File: src/hw/rtl/lcdseq_pkg.sv
// Shared types and constants for the character LCD command sequencer.
// No dependencies; every other file but lcdseq_if refers to it by scoped names.
`timescale 1ns / 1ps
`default_nettype none

package lcdseq_pkg;

   // Operation codes of the request channel
   typedef enum logic [3:0] {
      OP_WRITE_CHAR = 4'd0,
      OP_CLEAR      = 4'd1,
      OP_SET_CURSOR = 4'd2,
      OP_RIGHT      = 4'd3,
      OP_LEFT       = 4'd4,
      OP_BLINK_ON   = 4'd5,
      OP_BLINK_OFF  = 4'd6,
      OP_GLYPH      = 4'd7,
      OP_INIT       = 4'd8
   } op_type;

   // Shape of the byte run a queued job expands into
   typedef enum logic [1:0] {
      JOB_SINGLE = 2'd0,
      JOB_GLYPH  = 2'd1,
      JOB_INIT   = 2'd2
   } job_kind_type;

   localparam int unsigned IDX_W = 4;

   localparam logic [IDX_W-1:0] GLYPH_LAST_IDX = 4'd9;
   localparam logic [IDX_W-1:0] INIT_LAST_IDX  = 4'd5;

   localparam logic [7:0] CMD_CLEAR      = 8'h01;
   localparam logic [7:0] CMD_RIGHT      = 8'h14;
   localparam logic [7:0] CMD_LEFT       = 8'h10;
   localparam logic [7:0] CMD_BLINK_ON   = 8'h0F;
   localparam logic [7:0] CMD_BLINK_OFF  = 8'h0E;
   localparam logic [7:0] CMD_CGRAM      = 8'h40;
   localparam logic [7:0] CMD_FUNC_8BIT  = 8'h38;
   localparam logic [7:0] CMD_DISPLAY_ON = 8'h0C;
   localparam logic [7:0] CMD_ENTRY_MODE = 8'h06;

   localparam logic [7:0] ROW_BASE [4] = '{8'h80, 8'hC0, 8'h94, 8'hD4};

   localparam logic [7:0] INIT_SEQ [6] = '{
      CMD_FUNC_8BIT, CMD_FUNC_8BIT, CMD_FUNC_8BIT,
      CMD_DISPLAY_ON, CMD_CLEAR, CMD_ENTRY_MODE
   };

   // One classified operation waiting for the back end
   typedef struct packed {
      job_kind_type kind;
      logic [7:0]   first_byte;
      logic         first_data;
      logic [63:0]  glyph_rows;
      logic [7:0]   tail_byte;
      logic [1:0]   row;
      logic [4:0]   column;
   } job_type;

   typedef struct packed {
      logic full;
      logic empty;
   } q_status_type;

endpackage

`default_nettype wire

File: src/hw/rtl/lcdseq_if.sv
// Valid/ready channel interfaces for requests and bus-byte responses.
// Stand-alone; no package dependency.
`timescale 1ns / 1ps
`default_nettype none

interface lcdseq_req_if;
   logic        valid;
   logic        ready;
   logic [3:0]  operation;
   logic [7:0]  char_code;
   logic [1:0]  target_row;
   logic [4:0]  target_column;
   logic [2:0]  glyph_slot;
   logic [63:0] glyph_rows;

   modport source (
      output valid, operation, char_code, target_row, target_column,
             glyph_slot, glyph_rows,
      input  ready
   );
   modport sink (
      input  valid, operation, char_code, target_row, target_column,
             glyph_slot, glyph_rows,
      output ready
   );
endinterface

interface lcdseq_rsp_if;
   logic       valid;
   logic       ready;
   logic [7:0] bus_byte;
   logic       is_data;
   logic       last_of_run;
   logic [1:0] cursor_row_now;
   logic [4:0] cursor_column_now;

   modport source (
      output valid, bus_byte, is_data, last_of_run, cursor_row_now,
             cursor_column_now,
      input  ready
   );
   modport sink (
      input  valid, bus_byte, is_data, last_of_run, cursor_row_now,
             cursor_column_now,
      output ready
   );
endinterface

`default_nettype wire

File: src/hw/rtl/lcdseq_front.sv
// Front end: accepts requests, tracks the cursor and classifies each
// operation into a job. Depends on lcdseq_pkg and lcdseq_if.
`timescale 1ns / 1ps
`default_nettype none

module lcdseq_front #(
   parameter int unsigned ROWS    = 4,
   parameter int unsigned COLUMNS = 20
) (
   input  wire                    clock,
   input  wire                    reset,
   lcdseq_req_if.sink             req_ch,
   input  lcdseq_pkg::q_status_type q_status,
   output logic                   push,
   output lcdseq_pkg::job_type    job
);

   localparam logic [1:0] LAST_ROW = 2'(ROWS - 1);
   localparam logic [4:0] LAST_COL = 5'(COLUMNS - 1);

   logic [1:0] row_ff, row_in;
   logic [4:0] col_ff, col_in;
   logic       accept;
   logic       known;
   logic [1:0] trow;
   logic [4:0] tcol;
   logic [1:0] adv_row;
   logic [4:0] adv_col;
   logic [7:0] here_cmd;

   assign req_ch.ready = !q_status.full;
   assign accept       = req_ch.valid && req_ch.ready;
   assign push         = accept && known;

   always_comb begin
      trow = (req_ch.target_row > LAST_ROW) ? LAST_ROW : req_ch.target_row;
      tcol = (req_ch.target_column > LAST_COL) ? LAST_COL : req_ch.target_column;

      // advance: wrap to the next row, and past the last row to home
      if (col_ff == LAST_COL) begin
         adv_col = 5'd0;
         adv_row = (row_ff == LAST_ROW) ? 2'd0 : row_ff + 2'd1;
      end else begin
         adv_col = col_ff + 5'd1;
         adv_row = row_ff;
      end

      here_cmd = lcdseq_pkg::ROW_BASE[row_ff] + {3'b000, col_ff};
   end

   always_comb begin
      known           = 1'b1;
      row_in          = row_ff;
      col_in          = col_ff;
      job.kind        = lcdseq_pkg::JOB_SINGLE;
      job.first_byte  = 8'h00;
      job.first_data  = 1'b0;
      job.glyph_rows  = req_ch.glyph_rows;
      job.tail_byte   = here_cmd;
      unique case (lcdseq_pkg::op_type'(req_ch.operation))
         lcdseq_pkg::OP_WRITE_CHAR: begin
            job.first_byte = req_ch.char_code;
            job.first_data = 1'b1;
            row_in         = adv_row;
            col_in         = adv_col;
         end
         lcdseq_pkg::OP_CLEAR: begin
            job.first_byte = lcdseq_pkg::CMD_CLEAR;
            row_in         = 2'd0;
            col_in         = 5'd0;
         end
         lcdseq_pkg::OP_SET_CURSOR: begin
            job.first_byte = lcdseq_pkg::ROW_BASE[trow] + {3'b000, tcol};
            row_in         = trow;
            col_in         = tcol;
         end
         lcdseq_pkg::OP_RIGHT: begin
            job.first_byte = lcdseq_pkg::CMD_RIGHT;
            row_in         = adv_row;
            col_in         = adv_col;
         end
         lcdseq_pkg::OP_LEFT: begin
            job.first_byte = lcdseq_pkg::CMD_LEFT;
            if (col_ff != 5'd0) begin
               col_in = col_ff - 5'd1;
            end else if (row_ff != 2'd0) begin
               row_in = row_ff - 2'd1;
               col_in = LAST_COL;
            end
         end
         lcdseq_pkg::OP_BLINK_ON: begin
            job.first_byte = lcdseq_pkg::CMD_BLINK_ON;
         end
         lcdseq_pkg::OP_BLINK_OFF: begin
            job.first_byte = lcdseq_pkg::CMD_BLINK_OFF;
         end
         lcdseq_pkg::OP_GLYPH: begin
            job.kind       = lcdseq_pkg::JOB_GLYPH;
            job.first_byte = lcdseq_pkg::CMD_CGRAM + {2'b00, req_ch.glyph_slot, 3'b000};
         end
         lcdseq_pkg::OP_INIT: begin
            job.kind = lcdseq_pkg::JOB_INIT;
            row_in   = 2'd0;
            col_in   = 5'd0;
         end
         default: begin
            // unknown codes: take the transfer, emit nothing
            known = 1'b0;
         end
      endcase
      job.row    = row_in;
      job.column = col_in;
   end

   always_ff @(posedge clock) begin
      if (reset) begin
         row_ff <= 2'd0;
         col_ff <= 5'd0;
      end else if (push) begin
         row_ff <= row_in;
         col_ff <= col_in;
      end
   end

endmodule

`default_nettype wire

File: src/hw/rtl/lcdseq_queue.sv
// Short job queue between front and back ends.
// Depends on lcdseq_pkg for the job and status types.
`timescale 1ns / 1ps
`default_nettype none

module lcdseq_queue #(
   parameter int unsigned DEPTH = 4
) (
   input  wire                      clock,
   input  wire                      reset,
   input  logic                     push,
   input  lcdseq_pkg::job_type      push_job,
   input  logic                     pop,
   output lcdseq_pkg::job_type      head_job,
   output lcdseq_pkg::q_status_type q_status
);

   localparam int unsigned PTR_W = $clog2(DEPTH);
   localparam int unsigned CNT_W = $clog2(DEPTH + 1);

   lcdseq_pkg::job_type entries_ff [DEPTH];
   logic [PTR_W-1:0]    wr_ptr_ff, rd_ptr_ff;
   logic [CNT_W-1:0]    count_ff;

   assign q_status.full  = (count_ff == CNT_W'(DEPTH));
   assign q_status.empty = (count_ff == '0);
   assign head_job       = entries_ff[rd_ptr_ff];

   always_ff @(posedge clock) begin
      if (push) begin
         entries_ff[wr_ptr_ff] <= push_job;
      end
   end

   always_ff @(posedge clock) begin
      if (reset) begin
         wr_ptr_ff <= '0;
         rd_ptr_ff <= '0;
         count_ff  <= '0;
      end else begin
         if (push) begin
            wr_ptr_ff <= (wr_ptr_ff == PTR_W'(DEPTH - 1)) ? '0 : wr_ptr_ff + 1'b1;
         end
         if (pop) begin
            rd_ptr_ff <= (rd_ptr_ff == PTR_W'(DEPTH - 1)) ? '0 : rd_ptr_ff + 1'b1;
         end
         if (push && !pop) begin
            count_ff <= count_ff + 1'b1;
         end else if (pop && !push) begin
            count_ff <= count_ff - 1'b1;
         end
      end
   end

   a_count_bound : assert property (@(posedge clock) disable iff (reset)
      count_ff <= CNT_W'(DEPTH))
      else $error("queue occupancy beyond depth");

   a_count_grow : assert property (@(posedge clock) disable iff (reset)
      (push && !pop) |=> (count_ff == $past(count_ff) + 1'b1))
      else $error("queue occupancy did not grow on push");

endmodule

`default_nettype wire

File: src/hw/rtl/lcdseq_back.sv
// Back end: expands the job at the queue head into bus bytes, one per cycle
// into the response register while it is free. Depends on lcdseq_pkg and lcdseq_if.
`timescale 1ns / 1ps
`default_nettype none

module lcdseq_back (
   input  wire                      clock,
   input  wire                      reset,
   input  lcdseq_pkg::job_type      head_job,
   input  lcdseq_pkg::q_status_type q_status,
   output logic                     pop,
   lcdseq_rsp_if.source             rsp_ch
);

   logic [lcdseq_pkg::IDX_W-1:0] idx_ff;
   logic       valid_ff;
   logic [7:0] byte_ff, byte_in;
   logic       data_ff, data_in;
   logic       last_ff, last_in;
   logic [1:0] row_ff;
   logic [4:0] col_ff;
   logic       out_free;
   logic       fire;
   logic [2:0] row_sel;

   assign out_free = !valid_ff || rsp_ch.ready;
   assign fire     = !q_status.empty && out_free;
   assign pop      = fire && last_in;
   assign row_sel  = 3'(idx_ff - 4'd1);

   always_comb begin
      byte_in = head_job.first_byte;
      data_in = head_job.first_data;
      last_in = 1'b1;
      unique case (head_job.kind)
         lcdseq_pkg::JOB_SINGLE: begin
         end
         lcdseq_pkg::JOB_GLYPH: begin
            last_in = (idx_ff == lcdseq_pkg::GLYPH_LAST_IDX);
            if (idx_ff == lcdseq_pkg::GLYPH_LAST_IDX) begin
               byte_in = head_job.tail_byte;
               data_in = 1'b0;
            end else if (idx_ff != '0) begin
               byte_in = head_job.glyph_rows[{row_sel, 3'b000} +: 8];
               data_in = 1'b1;
            end
         end
         lcdseq_pkg::JOB_INIT: begin
            byte_in = lcdseq_pkg::INIT_SEQ[3'(idx_ff)];
            data_in = 1'b0;
            last_in = (idx_ff == lcdseq_pkg::INIT_LAST_IDX);
         end
         default: begin
         end
      endcase
   end

   always_ff @(posedge clock) begin
      if (reset) begin
         idx_ff   <= '0;
         valid_ff <= 1'b0;
      end else if (fire) begin
         idx_ff   <= last_in ? '0 : idx_ff + 1'b1;
         valid_ff <= 1'b1;
      end else if (rsp_ch.ready) begin
         valid_ff <= 1'b0;
      end
   end

   always_ff @(posedge clock) begin
      if (fire) begin
         byte_ff <= byte_in;
         data_ff <= data_in;
         last_ff <= last_in;
         row_ff  <= head_job.row;
         col_ff  <= head_job.column;
      end
   end

   assign rsp_ch.valid             = valid_ff;
   assign rsp_ch.bus_byte          = byte_ff;
   assign rsp_ch.is_data           = data_ff;
   assign rsp_ch.last_of_run       = last_ff;
   assign rsp_ch.cursor_row_now    = row_ff;
   assign rsp_ch.cursor_column_now = col_ff;

   a_run_holds_job : assert property (@(posedge clock) disable iff (reset)
      (idx_ff != '0) |-> !q_status.empty)
      else $error("byte run in progress without a job at the queue head");

   a_idx_bound : assert property (@(posedge clock) disable iff (reset)
      idx_ff <= lcdseq_pkg::GLYPH_LAST_IDX)
      else $error("byte index beyond the longest run");

endmodule

`default_nettype wire

File: src/hw/rtl/char_lcd_command_sequencer.sv
// Top level of the character LCD command sequencer.
// Depends on lcdseq_pkg, lcdseq_if, lcdseq_front, lcdseq_queue, lcdseq_back.
`timescale 1ns / 1ps
`default_nettype none

// Channel   Dir  Handshake      Content
// req_ch    in   valid/ready    operation and its operands
// rsp_ch    out  valid/ready    one bus byte with register select and cursor
//
// A request is taken whenever the job queue has room; the response
// register then yields one bus byte per cycle while the receiver keeps up:
// one byte for most operations, six for init and ten for glyph definition.
// The back end's byte sequencer sets the sustained rate; the front end keeps
// running ahead while the queue of QUEUE_DEPTH jobs absorbs response stalls.
// Reset is synchronous and homes the tracked cursor; no clearing pass needed.

module char_lcd_command_sequencer #(
   parameter int unsigned ROWS        = 4,
   parameter int unsigned COLUMNS     = 20,
   parameter int unsigned QUEUE_DEPTH = 4
) (
   input  wire          clock,
   input  wire          reset,
   lcdseq_req_if.sink   req_ch,
   lcdseq_rsp_if.source rsp_ch
);

   // classified job from the front end, and the queue head for the back end
   lcdseq_pkg::job_type      push_job;
   lcdseq_pkg::job_type      head_job;
   lcdseq_pkg::q_status_type q_status;
   logic                     push;
   logic                     pop;

   // front: accept, track the cursor, classify
   lcdseq_front #(
      .ROWS    (ROWS),
      .COLUMNS (COLUMNS)
   ) u_front (
      .clock    (clock),
      .reset    (reset),
      .req_ch   (req_ch),
      .q_status (q_status),
      .push     (push),
      .job      (push_job)
   );

   // hold classified jobs so each side stalls on its own
   lcdseq_queue #(
      .DEPTH (QUEUE_DEPTH)
   ) u_queue (
      .clock    (clock),
      .reset    (reset),
      .push     (push),
      .push_job (push_job),
      .pop      (pop),
      .head_job (head_job),
      .q_status (q_status)
   );

   // back: expand the head job into bus byte transfers
   lcdseq_back u_back (
      .clock    (clock),
      .reset    (reset),
      .head_job (head_job),
      .q_status (q_status),
      .pop      (pop),
      .rsp_ch   (rsp_ch)
   );

endmodule

`default_nettype wire

File: src/flat_wrapper.sv
// flat-port wrapper written by rule: the top's interface ports become plain ports
module char_lcd_command_sequencer_flat 
#(
   parameter int unsigned ROWS        = 4,
   parameter int unsigned COLUMNS     = 20,
   parameter int unsigned QUEUE_DEPTH = 4
)
  (clock, reset, req_ch_valid, req_ch_operation, req_ch_char_code, req_ch_target_row, req_ch_target_column, req_ch_glyph_slot, req_ch_glyph_rows, req_ch_ready, rsp_ch_valid, rsp_ch_bus_byte, rsp_ch_is_data, rsp_ch_last_of_run, rsp_ch_cursor_row_now, rsp_ch_cursor_column_now, rsp_ch_ready);
  lcdseq_req_if req_ch_i ();
  lcdseq_rsp_if rsp_ch_i ();
  input  wire clock;
  input  wire reset;
  input wire logic [$bits(req_ch_i.valid)-1:0] req_ch_valid;
  input wire logic [$bits(req_ch_i.operation)-1:0] req_ch_operation;
  input wire logic [$bits(req_ch_i.char_code)-1:0] req_ch_char_code;
  input wire logic [$bits(req_ch_i.target_row)-1:0] req_ch_target_row;
  input wire logic [$bits(req_ch_i.target_column)-1:0] req_ch_target_column;
  input wire logic [$bits(req_ch_i.glyph_slot)-1:0] req_ch_glyph_slot;
  input wire logic [$bits(req_ch_i.glyph_rows)-1:0] req_ch_glyph_rows;
  output wire logic [$bits(req_ch_i.ready)-1:0] req_ch_ready;
  output wire logic [$bits(rsp_ch_i.valid)-1:0] rsp_ch_valid;
  output wire logic [$bits(rsp_ch_i.bus_byte)-1:0] rsp_ch_bus_byte;
  output wire logic [$bits(rsp_ch_i.is_data)-1:0] rsp_ch_is_data;
  output wire logic [$bits(rsp_ch_i.last_of_run)-1:0] rsp_ch_last_of_run;
  output wire logic [$bits(rsp_ch_i.cursor_row_now)-1:0] rsp_ch_cursor_row_now;
  output wire logic [$bits(rsp_ch_i.cursor_column_now)-1:0] rsp_ch_cursor_column_now;
  input wire logic [$bits(rsp_ch_i.ready)-1:0] rsp_ch_ready;
  assign req_ch_i.valid = req_ch_valid;
  assign req_ch_i.operation = req_ch_operation;
  assign req_ch_i.char_code = req_ch_char_code;
  assign req_ch_i.target_row = req_ch_target_row;
  assign req_ch_i.target_column = req_ch_target_column;
  assign req_ch_i.glyph_slot = req_ch_glyph_slot;
  assign req_ch_i.glyph_rows = req_ch_glyph_rows;
  assign req_ch_ready = req_ch_i.ready;
  assign rsp_ch_valid = rsp_ch_i.valid;
  assign rsp_ch_bus_byte = rsp_ch_i.bus_byte;
  assign rsp_ch_is_data = rsp_ch_i.is_data;
  assign rsp_ch_last_of_run = rsp_ch_i.last_of_run;
  assign rsp_ch_cursor_row_now = rsp_ch_i.cursor_row_now;
  assign rsp_ch_cursor_column_now = rsp_ch_i.cursor_column_now;
  assign rsp_ch_i.ready = rsp_ch_ready;
  char_lcd_command_sequencer #(.ROWS(ROWS), .COLUMNS(COLUMNS), .QUEUE_DEPTH(QUEUE_DEPTH)) u_core (.clock(clock), .reset(reset), .req_ch(req_ch_i), .rsp_ch(rsp_ch_i));
endmodule
File: config.mk
export PLATFORM = sky130hd
export DESIGN_NAME = char_lcd_command_sequencer_flat
export DESIGN_NICKNAME = d
export VERILOG_FILES = /design/src/hw/rtl/lcdseq_pkg.sv /design/src/hw/rtl/lcdseq_if.sv /design/src/hw/rtl/lcdseq_front.sv /design/src/hw/rtl/lcdseq_queue.sv /design/src/hw/rtl/lcdseq_back.sv /design/src/hw/rtl/char_lcd_command_sequencer.sv /design/src/flat_wrapper.sv
export SDC_FILE = /design/constraint.sdc
export NUM_CORES = 1
export LEC_CHECK = 0
export BUFFER_PORTS_ARGS = -buffer_cell sky130_fd_sc_hd__buf_2
export CORE_MARGIN = 3
export CORE_UTILIZATION = 35
export DETAILED_ROUTE_END_ITERATION = 10
export MAX_ROUTING_LAYER = met4
export PLACE_DENSITY = 0.62
export RECOVER_POWER = 100
export SLEW_MARGIN = 10
export SYNTH_ARGS = -nofsm -noshare
export SYNTH_HDL_FRONTEND = slang
export SYNTH_SLANG_ARGS = --single-unit
export TNS_END_PERCENT = 10
File: constraint.sdc
create_clock -name clock -period 4.8 [get_ports clock]
set_clock_uncertainty 0.15 [all_clocks]
set_input_delay 0.48 -clock clock [delete_from_list [all_inputs] [get_ports clock]]
set_output_delay 0.48 -clock clock [all_outputs]
set_load 0.05 [all_outputs]
# Word level (Yosys, flattened, before mapping)
# Memory sizes are Yosys's and may differ from the RTL's. A register that Yosys moved wholly into a read port is not among the register bits.
# Index checks and enable logic that the tools add are counted.
word_totals:
  ff_bits: 36
  mem_bits_rw: 360
  romBits: 64
  input_bits: 90
  out_inout_bits: 19
  wordCells: 116
  mem_count: 2
mem_list:
  columns: ["memory", "words", "width", "rd", "rd_clocked_by_memory_dff", "write_ports", "line_no", "rtl"]
  rows:
  - ["u_core.u_queue.entries_ff", 4, 90, 1, 1, 1, "lcdseq_queue.sv:21", "lcdseq_pkg::job_type entries_ff [DEPTH];"]
  - ["(no name shown)", 8, 8, 1, 0, 0, "lcdseq_back.sv:49", "byte_in = lcdseq_pkg::INIT_SEQ[3'(idx_ff)];"]
classes:
  add_sub_neg: 13
  order_cmp: 5
  n_eq_ne: 17
  shift: 1
  n_mux: 41
  bitwise: 3
  n_reduce_logical: 22
ops:
  columns: ["cell", "n"]
  rows:
  - ["two-way mux 8 bit", 8]
  - ["case mux 8 bit (8 select lines)", 1]
  - ["indexed part select 64 x 7 -> 8 bit", 1]
  - ["binary-select mux 8 bit (select 2 bit)", 2]
  - ["equality test 4 x 3 -> 1 bit, second input constant", 5]
  - ["two-way mux 5 bit", 4]
  - ["case mux 5 bit (4 select lines)", 1]
  - ["two-way mux 2 bit", 9]
  - ["adder 8 x 5 -> 8 bit", 2]
  - ["case mux 8 bit (2 select lines)", 1]
  - ["OR reduction 9 bit", 1]
  - ["adder 7 x 6 -> 8 bit, first input constant", 1]
  - ["equality test 2 bit, second input constant", 4]
  - ["equality test 4 x 2 -> 1 bit, second input constant", 2]
  - ["equality test 4 bit, second input constant", 2]
  - ["two-way mux 1 bit", 8]
  - ["case mux 2 bit (4 select lines)", 1]
  - ["adder 2 x 1 -> 2 bit, second input constant", 3]
  - [">= comparator 3 bit, second input constant", 2]
  - ["logical AND 1 bit", 6]
  - ["two-way mux 3 bit", 2]
  - ["NOT 2 -> 3 bit", 2]
  - ["nonzero test 2 bit", 3]
  - ["subtractor 3 x 1 -> 3 bit, second input constant", 2]
  - ["other kinds (23)", 29]

# Longest topological paths before layout
logic_depth:
  word_depth: 8
  ltp_mapped: 16
  depth_no_buf: 12

# Modules after synthesis
# From an unflattened synthesis, not the netlist that was laid out.
unflattened:
  cells_unflattened: 901
  area_unflattened_um2: 17096.4
modules_own_cells:
  columns: ["mod", "instances", "cells_per_inst", "area_per_inst_um2"]
  rows:
  - ["lcdseq_queue", 1, 514, 13518.0]
  - ["lcdseq_front", 1, 238, 1819.2]
  - ["lcdseq_back", 1, 149, 1759.2]

# Worst setup path before layout
# Ideal clock, no wire load.
synth_timing:
  path_type: "input to register"
  start: "in req_ch_operation[1]"
  end: "mem u_core.u_queue.entries_ff[1][0] (netlist bit), enable pin"
  setup_time_ns: 0.457
  t_arrival_ns: 3.660
  required_time_ns: 4.193
  slack_ns: 0.533
  stages: 6
  cell_sequence: "clkbuf_1 > o31ai_1 > nand3_1 > inv_2 > buf_1 > and2_1"
synth_via:
  elab_chain_cells: 6
synth_lines:
  columns: ["element", "line_no", "rtl"]
  rows:
  - ["start: declaration", "flat_wrapper.sv:14", "input wire logic [$bits(req_ch_i.operation)-1:0] req_ch_operation;"]
  - ["equality test 4 bit, or another cell as far along", "lcdseq_front.sv:60", "unique case (lcdseq_pkg::op_type'(req_ch.operation))"]
  - ["OR reduction 9 bit (no line) (*)", null, null]
  - ["two-way mux 1 bit (*)", "lcdseq_front.sv:60", null]
  - ["logical AND 1 bit (*)", "lcdseq_front.sv:33", "assign push = accept && known;"]
  - ["via u_core.push", "char_lcd_command_sequencer.sv:32", "logic push;"]
  - ["two-way mux 1 bit (*)", "lcdseq_queue.sv:30", "if (push) begin"]
  - ["two-way mux 1 bit (implied by the code) (*)", "lcdseq_queue.sv:31", "entries_ff[wr_ptr_ff] <= push_job;"]
  - ["end: declaration", "lcdseq_queue.sv:21", null]
# The timed path passes the listed nets; every way through them passes the cells marked *.

# Worst setup path in the final report
layout_timing:
  start: "reg u_core.u_queue.count_ff[0]"
  end: "reg u_core.u_queue.count_ff[2]"
layout_via:
  elab_chain_cells: 7
layout_lines:
  columns: ["element", "line_no", "rtl"]
  rows:
  - ["start: declaration", "lcdseq_queue.sv:23", "logic [CNT_W-1:0] count_ff;"]
  - ["start signal: assignment", "lcdseq_queue.sv:48", "count_ff <= count_ff + 1'b1;"]
  - ["start signal: assignment", "lcdseq_queue.sv:50", "count_ff <= count_ff - 1'b1;"]
  - ["zero test 3 bit (*)", "lcdseq_queue.sv:26", "assign q_status.empty = (count_ff == '0);"]
  - ["zero test 1 bit (*)", "lcdseq_back.sv:27", "assign fire = !q_status.empty && out_free;"]
  - ["logical AND 1 bit (*)", "lcdseq_back.sv:27", null]
  - ["via u_core.u_back.fire", "lcdseq_back.sv:23", "logic fire;"]
  - ["logical AND 1 bit (*)", "lcdseq_back.sv:28", "assign pop = fire && last_in;"]
  - ["zero test 1 bit", "lcdseq_queue.sv:47", "if (push && !pop) begin"]
  - ["logical AND 1 bit", "lcdseq_queue.sv:47", null]
  - ["two-way mux 3 bit / nonzero test 2 bit (equally long branches)", null, null]
# The timed path passes the listed nets; every way through them passes the cells marked *. The select of a mux whose other input is x is not followed.
# A chain may end at the register's enable or synchronous reset.

==> impl_metrics.toml <==
[synth]
postSynthRegisterBits = 394
synthCells = 825
yosysUniqueCellTypes = 59
synth_fp_nets = 940
netlist_area_um2 = 16000
ys_seq_area_frac = 0.726
synth_edf_count = 373
syn_area_per_cell_um2 = 19.4
synth-async-reset-ratio = 0
synth_top_flop_cell = "edfxtp_1"
yosys_warnings = 0

[power_and_ir_drop]
totalPowerFinal_mw = 9.86
ir_drop_v = 0.000285
powerDensity_nw_per_um2 = 526
cellLeakagePower_nw = 5.98

[timing]
slew_violations = 80
slew_headroom = -0.195
setup_viol = 0
hold_viol = 0
setup_tns_ns = 0
max_slew.worst_pin.slew_ns = 1.79
rsz0062_at_grt = "false"
finalCriticalPeriod_ns = 3.92
fmax_mhz = 255
fin_crit_sh = 0.816

[setup_path]
crit_type = "reg2reg"
critPathLaunchType = "register"
crit_path_end_kind = "register"
r2r-start = "u_core.u_queue.count_ff[0]"
critPathMaxFanout = 22
critical_path.startpoint = "u_core.u_queue.count_ff[0]"
max_stage_delay_ns = 1.29
crit_required_ns = 5.11
cpMaxStageDelayCell = "clkbuf_1"
timing.rr.end = "u_core.u_queue.count_ff[2]"
ff2ff_path_depth = 10
worstPathCellList = "nor3_1 > a21oi_4 > clkbuf_1 > o21ai_1 > ha_1 > inv_1 > fa_1 > xor2_1 > or3_1 > a21oi_1"
cp_data_arrival_time_ns = 4.22
rrSetupSlack_ns = 0.88

[clock_tree]
cts_resized = 0
cts_tree = "yes"
cts_buffers = 41
clockRootBuffer = "clkbuf_16"
worstSkewPairLatency_ns = 0.53
cts.path.max_buffers = 3
clkSlewWorstSetupHoldPaths_ns = 0.06
htreeDepth = 2
clock-sinks = 394

[grt]
grt_use_total = 0.144
grt_pass1_wl_mm = 51.1
antenna_found_initial = 4
grt_pass1_vias = 8381
grt_overflow = 0
grt_max_degree = 90

[routing]
via_per_inst = 5.09
firstDrtPassIters = 4
drt_wl_total_mm = 33.7
num_vias = 8144
ant_nets = 0
drc = 0
drt_iter0_drc = 863
wl_per_cell_um = 21.0

[floorplanning]
num_rows = 77
dieArea_um2 = 48300
die_y_um = 220
fp.dieW_um = 220
io_pins = 109
start_util = 0.358
core_um2 = 44700

[place]
postPlaceCellArea_um2 = 17300
portBuffers = 108
gp_congestion = 0.808
hpwl_mm = 21.2

[status]
failed_checks = "max-capacitance violations, max-slew violations"
status = "finished, violations left"

[layout]
final_cell_area_um2 = 18800
drive_gt1_frac = 0.204
area_growth_pct = 17.1
finalNetCount = 1090

[worst_hold_path]
hold_class = "in2reg"
min_from = "req_ch_glyph_rows[3]"
holdPathStages = 1
min_to = "u_core.u_queue.entries_ff[1][18]"

[flow_run]
timing.max_cap.violations = 3
worst max-delay path by stage:
| stage | slack [ns] | end |
|---|---|---|
| after detailed placement | 1.26 | u_core.u_back.rsp_ch.bus_byte[1] |
| after global placement | 1.28 | u_core.u_back.rsp_ch.bus_byte[1] |
| final | 0.88 | u_core.u_queue.count_ff[2] |
| after global routing | 0.58 | u_core.u_queue.count_ff[2] |
| after CTS | 1.26 | u_core.u_back.rsp_ch.bus_byte[1] |
| after floorplan | 0.53 | u_core.u_queue.entries_ff[1][0] |
routing by layer:
layer | vias to the layer above | GRT usage | part of all wire
met5 | - | - | 0
met4 | 0 | 0.0371 | 0.018
met3 | 48 | 0.0276 | 0.053
met2 | 172 | 0.230 | 0.49
met1 | 4221 | 0.193 | 0.44
li1 | 3703 | - | -
sequential cells by signal, indices dropped and copies added (netlist names), 2 cells and up, named ones only:
name and count:
u_core.u_queue.entries_ff 356, u_core.u_back.rsp_ch.bus_byte 8, u_core.u_back.rsp_ch.cursor_column_now 5, u_core.u_front.col_ff 5, u_core.u_back.idx_ff 4, u_core.u_queue.count_ff 3, u_core.u_back.rsp_ch.cursor_row_now 2, u_core.u_front.row_ff 2
u_core.u_queue.rd_ptr_ff 2, u_core.u_queue.wr_ptr_ff 2
cells by family (layout without fill, tap and decap cells):
logic type / count (synthesis) / in the layout / synth area share
adders and majority gates: 25 / 25 / 0.0200
other: 0 / 4 / 0
buffers and inverters: 67 / 247 / 0.0200
xor gates and xnor gates: 11 / 11 / 0.00649
muxes: 112 / 112 / 0.149
and+or+nand+nor: 116 / 116 / 0.0363
AOI/OAI and AO/OA: 100 / 100 / 0.0424
DFF: 394 / 394 / 0.726
Yosys cell counts, types with 4 or more instances:
cell      count  area (um2)
or3_1         4        25.0
nor2_1       34         128
o21ai_0      14        70.1
ha_1         24         300
o211ai_1      5        37.5
a31oi_1       5        31.3
buf_2         7        35.0
mux2i_1      10         100
mux4_2      101        2270
nor2b_1       6        37.5
clkbuf_1     21        78.8
a21oi_1      22         110
buf_6         6        67.6
a211oi_1      6        45.0
nand2_1      30         113
a22oi_1      10        75.1
buf_4         4        30.0
inv_1        26        97.6
nor3_1        8        40.0
o31ai_1       5        37.5
xor2_1        7        61.3
nand3b_1      4        30.0
nor4b_1       4        35.0
edfxtp_1    373       11200
and2_1        4        25.0
nand3_1       7        35.0
dfxtp_1      21         420
per-stage QoR:
stage	worst slack (ns)	instances	util	hold WS, ns
floorplan	0.533	825	-	0.313
global placement	1.28	1500	0.386	0.329
detailed placement	1.26	1500	0.386	0.335
CTS	1.26	1597	0.423	0.0000214
global route	0.580	1601	0.420	0.0837
finish	0.884	1601	0.420	0.0812
final cells by class:
| class | instances | area, um2 |
|---|---|---|
| Fill cell | 3996 | 25900 |
| Sequential cell | 394 | 11600 |
| Multi-Input combinational cell | 364 | 4080 |
| Clock buffer | 48 | 1050 |
| Timing Repair Buffer | 147 | 816 |
| Tap cell | 592 | 741 |
| Clock inverter | 25 | 333 |
| Inverter | 27 | 101 |
| Antenna cell | 4 | 10.0 |
power breakdown:
part	leakage (nW)	switching, mW	internal [mW]
Clock	0.669	1.26	2.00
Sequential	3.60	0.126	4.10
Combinational	1.71	1.43	0.936
critical path: cells and delay by family (launching register included):
| kind | cells | cell delay, ns |
|---|---|---|
| buffers and inverters | 2 | 1.36 |
| and+or+nand+nor | 2 | 0.45 |
| adders and majority gates | 2 | 0.59 |
| AOI/OAI and AO/OA | 3 | 0.77 |
| xor gates and xnor gates | 1 | 0.08 |
| DFF | 1 | 0.41 |
cell usage in the layout, fill, tap and decap left out, types with 5 or more instances in the layout:
cell type,n
mux2i_1,10
nor4b_1,5
dlygate4sd3_1,24
inv_1,27
xor2_1,7
nor2b_1,6
clkinv_1,6
clkbuf_1,95
nor2_1,34
a21oi_1,21
edfxtp_1,373
a31oi_1,5
clkbuf_16,41
o211ai_1,5
nand3_1,7
mux4_2,101
ha_1,24
nor3_1,8
buf_4,9
a211oi_1,6
nand2_1,30
clkinv_2,6
o31ai_1,5
o21ai_0,15
a22oi_1,10
buf_2,22
dfxtp_1,20
bufinv_16,8
what timing repair did:
| action | in CTS | in global routing |
|---|---|---|
| setup buffers | 0 | 0 |
| hold buffers | 24 | 0 |
| hold endpoints to repair | 94 | 0 |
(Power assumes the default switching activity.)
